--- config.mk ---
export PLATFORM = sky130hd
export DESIGN_NAME = url_form_percent_encoder_unit_flat
export DESIGN_NICKNAME = d
export VERILOG_FILES = /design/src/hw/rtl/ufpe_pkg.sv /design/src/hw/rtl/ufpe_ifs.sv /design/src/hw/rtl/ufpe_decode.sv /design/src/hw/rtl/ufpe_emit.sv /design/src/hw/rtl/url_form_percent_encoder_unit.sv /design/src/flat_wrapper.sv
export SDC_FILE = /design/constraint.sdc
export NUM_CORES = 1
export LEC_CHECK = 0
export ABC_AREA = 1
export BUFFER_PORTS_ARGS = -buffer_cell sky130_fd_sc_hd__buf_4
export CAP_MARGIN = 20
export CORE_MARGIN = 5
export CORE_UTILIZATION = 40
export CTS_CLUSTER_DIAMETER = 150
export CTS_CLUSTER_SIZE = 28
export DETAILED_ROUTE_END_ITERATION = 8
export GPL_TIMING_DRIVEN = 0
export SYNTH_ARGS = -nofsm -noshare
export SYNTH_HDL_FRONTEND = slang
export SYNTH_SLANG_ARGS = --single-unit
--- constraint.sdc ---
create_clock -name clock -period 3.9 [get_ports clock]
set_input_delay 0.195 -clock clock [delete_from_list [all_inputs] [get_ports clock]]
set_output_delay 0.195 -clock clock [all_outputs]
set_load 0.02 [all_outputs]
--- src/hw/rtl/ufpe_pkg.sv ---
// Package for the form-urlencoding percent encoder.
// Holds widths, encoding-class codes, character constants and the character
// lookup functions shared by the decode and emit stages. No dependencies.
package ufpe_pkg;

   localparam int CHAR_W         = 8;
   localparam int LEN_W          = 16;
   localparam int COUNT_BITS_DEF = 16;
   localparam int IDX_W          = 3;

   // Encoding class of one input byte.
   localparam logic [1:0] KIND_PASS = 2'd0;
   localparam logic [1:0] KIND_PLUS = 2'd1;
   localparam logic [1:0] KIND_HEX  = 2'd2;
   localparam logic [1:0] KIND_CRLF = 2'd3;

   localparam logic [CHAR_W-1:0] CH_PERCENT = 8'h25;
   localparam logic [CHAR_W-1:0] CH_PLUS    = 8'h2B;
   localparam logic [CHAR_W-1:0] CH_SPACE   = 8'h20;
   localparam logic [CHAR_W-1:0] CH_LF      = 8'h0A;
   localparam logic [CHAR_W-1:0] CH_CR      = 8'h0D;
   localparam logic [CHAR_W-1:0] CH_ZERO    = 8'h30;
   localparam logic [CHAR_W-1:0] CH_NINE    = 8'h39;
   localparam logic [CHAR_W-1:0] CH_UP_A    = 8'h41;
   localparam logic [CHAR_W-1:0] CH_UP_D    = 8'h44;
   localparam logic [CHAR_W-1:0] CH_UP_Z    = 8'h5A;
   localparam logic [CHAR_W-1:0] CH_LO_A    = 8'h61;
   localparam logic [CHAR_W-1:0] CH_LO_Z    = 8'h7A;
   localparam logic [CHAR_W-1:0] CH_DASH    = 8'h2D;
   localparam logic [CHAR_W-1:0] CH_UNDER   = 8'h5F;
   localparam logic [CHAR_W-1:0] CH_DOT     = 8'h2E;
   localparam logic [CHAR_W-1:0] CH_TILDE   = 8'h7E;

   // Held item between the decode stage and the emitter.
   typedef struct packed {
      logic              valid;
      logic [1:0]        kind;
      logic [CHAR_W-1:0] data;
      logic              last;
   } item_type;

   function automatic logic passes_through(input logic [CHAR_W-1:0] b);
      passes_through = (b >= CH_UP_A && b <= CH_UP_Z) ||
                       (b >= CH_LO_A && b <= CH_LO_Z) ||
                       (b >= CH_ZERO && b <= CH_NINE) ||
                       b == CH_DASH || b == CH_UNDER || b == CH_DOT || b == CH_TILDE;
   endfunction

   function automatic logic [CHAR_W-1:0] hex_digit(input logic [3:0] nib);
      if (nib < 4'd10) begin
         hex_digit = CH_ZERO + {4'd0, nib};
      end else begin
         hex_digit = CH_UP_A + {4'd0, nib - 4'd10};
      end
   endfunction

   // Index of the final character of each class.
   function automatic logic [IDX_W-1:0] final_index(input logic [1:0] kind);
      case (kind)
         KIND_PASS: final_index = 3'd0;
         KIND_PLUS: final_index = 3'd0;
         KIND_HEX:  final_index = 3'd2;
         KIND_CRLF: final_index = 3'd5;
         default:   final_index = 3'd0;
      endcase
   endfunction

   function automatic logic [CHAR_W-1:0] char_at(input logic [1:0]        kind,
                                                 input logic [CHAR_W-1:0] data,
                                                 input logic [IDX_W-1:0]  idx);
      case (kind)
         KIND_PASS: char_at = data;
         KIND_PLUS: char_at = CH_PLUS;
         KIND_HEX: begin
            case (idx)
               3'd0:    char_at = CH_PERCENT;
               3'd1:    char_at = hex_digit(data[7:4]);
               default: char_at = hex_digit(data[3:0]);
            endcase
         end
         KIND_CRLF: begin
            case (idx)
               3'd0, 3'd3: char_at = CH_PERCENT;
               3'd1, 3'd4: char_at = CH_ZERO;
               3'd2:       char_at = CH_UP_D;
               default:    char_at = CH_UP_A;
            endcase
         end
         default: char_at = data;
      endcase
   endfunction

endpackage

--- src/hw/rtl/ufpe_ifs.sv ---
// Request and response channel interfaces of the percent encoder.
// Depends on ufpe_pkg for the field widths.
interface ufpe_req_if import ufpe_pkg::*; ();
   logic              valid;
   logic              ready;
   logic [CHAR_W-1:0] in_char;
   logic              in_last;

   modport source(output valid, output in_char, output in_last, input ready);
   modport sink(input valid, input in_char, input in_last, output ready);
endinterface

interface ufpe_rsp_if import ufpe_pkg::*; ();
   logic              valid;
   logic              ready;
   logic [CHAR_W-1:0] out_char;
   logic              run_last;
   logic              fragment_done;
   logic [LEN_W-1:0]  encoded_length;

   modport source(output valid, output out_char, output run_last,
                  output fragment_done, output encoded_length, input ready);
   modport sink(input valid, input out_char, input run_last,
                input fragment_done, input encoded_length, output ready);
endinterface

--- src/hw/rtl/ufpe_decode.sv ---
// Input stage of the percent encoder: classifies each accepted byte and
// holds it until the emitter has taken its last character. Uses ufpe_pkg.
module ufpe_decode import ufpe_pkg::*; (
   input  logic              clock,
   input  logic              reset,
   input  logic              req_valid,
   output logic              req_ready,
   input  logic [CHAR_W-1:0] req_char,
   input  logic              req_last,
   output item_type          item,
   input  logic              item_take
);

   item_type          item_ff, item_in;
   logic [CHAR_W-1:0] prev_byte_ff, prev_byte_in;
   logic [1:0]        kind;
   logic              accept;

   assign req_ready = !item_ff.valid || item_take;
   assign accept    = req_valid && req_ready;
   assign item      = item_ff;

   always_comb begin
      if (req_char == CH_LF && prev_byte_ff != CH_CR) begin
         kind = KIND_CRLF;
      end else if (req_char == CH_SPACE) begin
         kind = KIND_PLUS;
      end else if (passes_through(req_char)) begin
         kind = KIND_PASS;
      end else begin
         kind = KIND_HEX;
      end
   end

   always_comb begin
      item_in      = item_ff;
      prev_byte_in = prev_byte_ff;
      if (item_take) begin
         item_in.valid = 1'b0;
      end
      if (accept) begin
         item_in.valid = 1'b1;
         item_in.kind  = kind;
         item_in.data  = req_char;
         item_in.last  = req_last;
         // The carriage-return memory spans only one fragment.
         prev_byte_in  = req_last ? '0 : req_char;
      end
   end

   always_ff @(posedge clock) begin
      if (reset) begin
         item_ff.valid <= 1'b0;
         prev_byte_ff  <= '0;
      end else begin
         item_ff.valid <= item_in.valid;
         prev_byte_ff  <= prev_byte_in;
      end
      item_ff.kind <= item_in.kind;
      item_ff.data <= item_in.data;
      item_ff.last <= item_in.last;
   end

endmodule

--- src/hw/rtl/ufpe_emit.sv ---
// Character emitter of the percent encoder: walks the held item one character
// per cycle, unless the response register is stalled, into that register and
// keeps the saturating count. Uses ufpe_pkg.
module ufpe_emit import ufpe_pkg::*; #(
   parameter int COUNT_BITS = COUNT_BITS_DEF
) (
   input  logic              clock,
   input  logic              reset,
   input  item_type          item,
   output logic              item_take,
   output logic              rsp_valid,
   input  logic              rsp_ready,
   output logic [CHAR_W-1:0] rsp_char,
   output logic              rsp_run_last,
   output logic              rsp_done,
   output logic [LEN_W-1:0]  rsp_length
);

   localparam logic [COUNT_BITS-1:0] CountMax = {COUNT_BITS{1'b1}};

   logic [IDX_W-1:0]              idx_ff, idx_in;
   logic [COUNT_BITS-1:0]         count_ff, count_in;
   logic [COUNT_BITS-1:0]         count_sat;
   logic [COUNT_BITS+LEN_W-1:0]   count_wide;
   logic                          out_valid_ff, out_valid_in;
   logic [CHAR_W-1:0]             out_char_ff, out_char_in;
   logic                          run_last_ff, run_last_in;
   logic                          done_ff, done_in;
   logic [LEN_W-1:0]              length_ff, length_in;
   logic                          load;
   logic                          is_final;

   assign load      = item.valid && (!out_valid_ff || rsp_ready);
   assign is_final  = idx_ff == final_index(item.kind);
   assign item_take = load && is_final;
   assign count_sat = (count_ff == CountMax) ? count_ff : count_ff + 1'b1;
   assign count_wide = {{LEN_W{1'b0}}, count_sat};

   always_comb begin
      idx_in       = idx_ff;
      count_in     = count_ff;
      out_valid_in = out_valid_ff && !rsp_ready;
      out_char_in  = out_char_ff;
      run_last_in  = run_last_ff;
      done_in      = done_ff;
      length_in    = length_ff;
      if (load) begin
         out_valid_in = 1'b1;
         out_char_in  = char_at(item.kind, item.data, idx_ff);
         run_last_in  = is_final;
         done_in      = is_final && item.last;
         length_in    = count_wide[LEN_W-1:0];
         idx_in       = is_final ? '0 : idx_ff + 1'b1;
         count_in     = (is_final && item.last) ? '0 : count_sat;
      end
   end

   always_ff @(posedge clock) begin
      if (reset) begin
         idx_ff       <= '0;
         count_ff     <= '0;
         out_valid_ff <= 1'b0;
      end else begin
         idx_ff       <= idx_in;
         count_ff     <= count_in;
         out_valid_ff <= out_valid_in;
      end
      out_char_ff <= out_char_in;
      run_last_ff <= run_last_in;
      done_ff     <= done_in;
      length_ff   <= length_in;
   end

   assign rsp_valid    = out_valid_ff;
   assign rsp_char     = out_char_ff;
   assign rsp_run_last = run_last_ff;
   assign rsp_done     = done_ff;
   assign rsp_length   = length_ff;

endmodule

--- src/hw/rtl/url_form_percent_encoder_unit.sv ---
// Form-urlencoding percent encoder, top level. Depends on ufpe_pkg,
// ufpe_ifs, ufpe_decode and ufpe_emit.
// Each byte passes the decode item register and then the response register.
// Throughput: one byte per cycle for pass-through and space, while responses are
// taken; a hex or CR LF escape holds the input until its final character is taken,
// set by the single response register that takes one character per cycle.
// Reset clears the valid flags, the character index, the count and the last byte.
module url_form_percent_encoder_unit import ufpe_pkg::*; #(
   parameter int COUNT_BITS = COUNT_BITS_DEF
) (
   input logic        clock,
   input logic        reset,
   ufpe_req_if.sink   req_bus,
   ufpe_rsp_if.source rsp_bus
);

   item_type item;
   logic     item_take;

   ufpe_decode u_decode (
      .clock     (clock),
      .reset     (reset),
      .req_valid (req_bus.valid),
      .req_ready (req_bus.ready),
      .req_char  (req_bus.in_char),
      .req_last  (req_bus.in_last),
      .item      (item),
      .item_take (item_take)
   );

   ufpe_emit #(
      .COUNT_BITS (COUNT_BITS)
   ) u_emit (
      .clock        (clock),
      .reset        (reset),
      .item         (item),
      .item_take    (item_take),
      .rsp_valid    (rsp_bus.valid),
      .rsp_ready    (rsp_bus.ready),
      .rsp_char     (rsp_bus.out_char),
      .rsp_run_last (rsp_bus.run_last),
      .rsp_done     (rsp_bus.fragment_done),
      .rsp_length   (rsp_bus.encoded_length)
   );

endmodule
--- src/flat_wrapper.sv ---
// flat-port wrapper written by rule: the top's interface ports become plain ports
module url_form_percent_encoder_unit_flat import ufpe_pkg::*;
#(
   parameter int COUNT_BITS = COUNT_BITS_DEF
)
  (clock, reset, req_bus_valid, req_bus_in_char, req_bus_in_last, req_bus_ready, rsp_bus_valid, rsp_bus_out_char, rsp_bus_run_last, rsp_bus_fragment_done, rsp_bus_encoded_length, rsp_bus_ready);
  ufpe_req_if req_bus_i ();
  ufpe_rsp_if rsp_bus_i ();
  input logic clock;
  input logic reset;
  input wire logic [$bits(req_bus_i.valid)-1:0] req_bus_valid;
  input wire logic [$bits(req_bus_i.in_char)-1:0] req_bus_in_char;
  input wire logic [$bits(req_bus_i.in_last)-1:0] req_bus_in_last;
  output wire logic [$bits(req_bus_i.ready)-1:0] req_bus_ready;
  output wire logic [$bits(rsp_bus_i.valid)-1:0] rsp_bus_valid;
  output wire logic [$bits(rsp_bus_i.out_char)-1:0] rsp_bus_out_char;
  output wire logic [$bits(rsp_bus_i.run_last)-1:0] rsp_bus_run_last;
  output wire logic [$bits(rsp_bus_i.fragment_done)-1:0] rsp_bus_fragment_done;
  output wire logic [$bits(rsp_bus_i.encoded_length)-1:0] rsp_bus_encoded_length;
  input wire logic [$bits(rsp_bus_i.ready)-1:0] rsp_bus_ready;
  assign req_bus_i.valid = req_bus_valid;
  assign req_bus_i.in_char = req_bus_in_char;
  assign req_bus_i.in_last = req_bus_in_last;
  assign req_bus_ready = req_bus_i.ready;
  assign rsp_bus_valid = rsp_bus_i.valid;
  assign rsp_bus_out_char = rsp_bus_i.out_char;
  assign rsp_bus_run_last = rsp_bus_i.run_last;
  assign rsp_bus_fragment_done = rsp_bus_i.fragment_done;
  assign rsp_bus_encoded_length = rsp_bus_i.encoded_length;
  assign rsp_bus_i.ready = rsp_bus_ready;
  url_form_percent_encoder_unit #(.COUNT_BITS(COUNT_BITS)) u_core (.clock(clock), .reset(reset), .req_bus(req_bus_i), .rsp_bus(rsp_bus_i));
endmodule
==> run summary <==
status -> finished clean
Main synth FF type -> edfxtp_1
hold depth -> 1
vias in the first global route -> 2737
setup tns final -> 0 ns
Hold Path Origin -> req_bus_in_last
Core Region -> 8640 um2
Slew @ Worst Pin -> 0.962 ns
fraction of registers with async set or reset after synthesis -> 0%
post_cts resized -> 0
Worst path max stage delay -> 0.74 ns
Final Critical Period -> 2.47 ns
Peak Freq -> 0.405 GHz
Period Utilization, post-route -> 63.3%
# nets final -> 514
initial antenna violation count -> 0
diode count -> 0
area delta synth->final -> 18.1%
Sw Share -> 25.7%
CP arrival -> 2.27 ns
PwrDens -> 385 nW/um2
peak fanout along the critical path -> 29
# port buffers -> 39
Synth warnings -> 0
H-tree depth reported by CTS -> 3
combinational power share -> 13.0%
Psw -> 409 uW
Net Count, Synth -> 464
Root Buffer -> clkbuf_8
# Post-CTS Setup Buffers -> 0
r2r worst-path depth -> 4
RSZ-0062 raised after global routing -> false
mean routed wirelength per cell -> 12.7 um
critical path startpoint category -> register
CP max stage cell -> a21oi_4
Setup Skew -> 0.0109 ns
critical path cell sequence -> inv_1 > a21oi_4 > nand3_2 > nand2_2 > buf_4
leakage -> 0.00171 uW
Post-Layout Cell Count -> 602
dominant cell type by area after synthesis -> edfxtp_1
internal power -> 1180 uW
CTS clock-pin slew for the worst setup and hold paths -> 0.07 ns
first-pass GRT wire length -> 13.0 mm
global placement routability congestion -> 0.894
IO Count -> 41
CTS Buffer Depth -> 2
hold-fix buffers at CTS -> 0
DR iter-0 viols -> 139
Hold Vio Cnt, Final -> 0
Vias -> 2963
reg2reg start -> u_core.u_decode.item[11]$_SDFFE_PP0P_
GRT Total Usage -> 14.5%
Reg power frac -> 49.9%
max_cap viols -> 0
Post-synth EDFFs -> 37
Hold Path Class -> in2reg
Syn Inst Count -> 439
share of cells above drive strength 1 -> 14.4%
CTS tree -> yes
number of cell rows -> 34
CTS Sinks -> 66
Starting Density -> 40.5%
WP data required -> 3.70 ns
Yosys top cell area share -> 31.8%
critical path type -> reg2out
Inserted Clock Buffers -> 9
Placed Instances -> 586
Post-route DRC -> 0
Slew headroom -> 35.7%
largest net degree at the start of global routing -> 30
DP Wirelength -> 5.67 mm
clock latency on the worst-skew pair -> 0.35 ns
average size of a mapped cell -> 7.97 um2
die width -> 104 um
Reg area -> 1690 um2
synth unique cells -> 37
fill count -> 842
Worst Setup End Kind -> primary output
#FFs+latches synth -> 66
reg-to-reg slack, setup -> 1.52 ns
reg2reg end -> u_core.u_decode.item[0]$_DFFE_PP_
die area -> 10700 um2
Max VDD drop -> 0.000191 V
Seq/Total Area, Yosys -> 48.4%
Crit path max-delay family -> compound AO/OA/AOI/OAI gates
total gr overflow -> 0
Via density -> 4.92
Worst Path Buf+Inv -> 2
DRT Pass-1 Iters -> 4
Final ANT Viol Nets -> 0
Max Slew Vio Count -> 0
Area contributors post-synth -> edfxtp_1, dfxtp_1, nand2_1
final setup vio count -> 0
multi-input logic area -> 1600 um2
clock network fraction of total power -> 37.0%
post-synthesis instance area -> 3500 um2
Die Y -> 104 um
final WL -> 7.62 mm
worst hold path endpoint -> u_core.u_decode.item[0]$_DFFE_PP_
-- cell families (layout without fill, tap and decap cells) --
family          after synthesis  in the layout  synth area share [%]
compound gates               63             63                  10.4
xor+xnor                     11             11                  2.97
fa+ha+maj                    12             12                  4.29
buf+inv                      54            109                  6.08
flops                        66             66                  48.4
simple gates                233            233                  27.8
-- worst reg2reg max path: stages, from the launching register on --
cell	delay [ns]
dfxtp_1	0.41
inv_1	0.11
a21oi_4	0.74
nand3_2	0.25
a21oi_4	0.51
-- how the worst max path moves through the flow --
stage,startpoint,to,slack (ns),depth (start not counted)
2_1_floorplan,u_core.u_decode.item[11]$_SDFFE_PP0P_,u_core.u_decode.item[0]$_DFFE_PP_,1.62,4
3_3_place_gp,u_core.u_decode.item[11]$_SDFFE_PP0P_,u_core.u_decode.item[1]$_DFFE_PP_,1.04,4
3_5_place_dp,u_core.u_decode.item[11]$_SDFFE_PP0P_,u_core.u_decode.item[2]$_DFFE_PP_,1.48,4
4_1_cts,u_core.u_decode.item[11]$_SDFFE_PP0P_,req_bus_ready,1.39,5
5_1_grt,u_core.u_decode.item[11]$_SDFFE_PP0P_,req_bus_ready,1.24,5
6_report,u_core.u_decode.item[11]$_SDFFE_PP0P_,req_bus_ready,1.43,5
-- per-layer routing --
metal	wire length, um	track usage (%)	vias up
li1	-	-	1543
met1	3860	20.3	1333
met2	3200	21.1	75
met3	440	4.98	12
met4	124	4.40	0
met5	0	0	-
-- synthesized netlist by cell type, types with 2 or more instances --
master,n
nand2_2,3
o211ai_1,6
xor2_1,6
inv_1,43
nor2_2,5
nor3_1,4
nand2_1,135
nor2_1,46
ha_1,12
o21bai_1,3
dfxtp_1,29
or2_2,2
clkbuf_1,4
edfxtp_1,37
nand4_1,6
buf_2,2
nand3_1,27
a21oi_1,27
xnor2_1,4
o21ai_0,18
o22ai_1,2
inv_2,3
-- final cells by class --
cell class,count,share of cell area [%]
clock inverters,2,0.848
clock buffers,14,3.97
well taps,108,3.27
inverters,47,4.27
multi-input cells,319,38.7
plain buffers,7,0.878
flip-flops and latches,66,40.9
repair buffers,39,7.09
-- power by group through the flow --
stage	registers (uW)	logic, uW	clock network, uW
after floorplan	824	119	0
after global placement	809	204	0
after detailed placement	810	208	0
after CTS	794	209	599
after global routing	798	234	636
final	794	207	589
-- metrics by stage --
stage / cell area, um2 / utilization, % / hold WS [ns] / power (uW) / setup slack [ns]
4_1_cts: 4130 / 47.8 / 0.0429 / 1600 / 1.39
2_1_floorplan: 3500 / - / 0.294 / 943 / 1.62
3_5_place_dp: 3930 / 45.5 / 0.395 / 1020 / 1.48
3_3_place_gp: 3930 / 45.5 / 0.393 / 1010 / 1.04
5_1_grt: 4130 / 47.8 / 0.0287 / 1670 / 1.24
6_report: 4130 / 47.8 / 0.0496 / 1590 / 1.43
-- flip-flops by register name, indices dropped and copies added, names as in the netlist --
signal                        count
u_core.u_emit.count_ff           16
u_core.u_emit.rsp_length         16
u_core.u_decode.item             12
u_core.u_decode.prev_byte_ff      8
u_core.u_emit.rsp_char            8
u_core.u_emit.idx_ff              3
u_core.u_emit.rsp_done            1
u_core.u_emit.rsp_run_last        1
u_core.u_emit.rsp_valid           1
-- placed cells by master, fill, tap and decap left out, drive strengths merged, types with 2 or more instances in the layout --
cell type  count
nor3           4
xor2           7
o211ai         6
nand2        138
edfxtp        37
or2            2
dfxtp         29
ha            12
nor2          51
nand3         28
clkinv         2
inv           46
nand4          6
xnor2          4
clkbuf        18
a21oi         29
o22ai          2
o21bai         3
o21ai         19
buf           42
No activity file was read; power rests on OpenSTA's default activity.
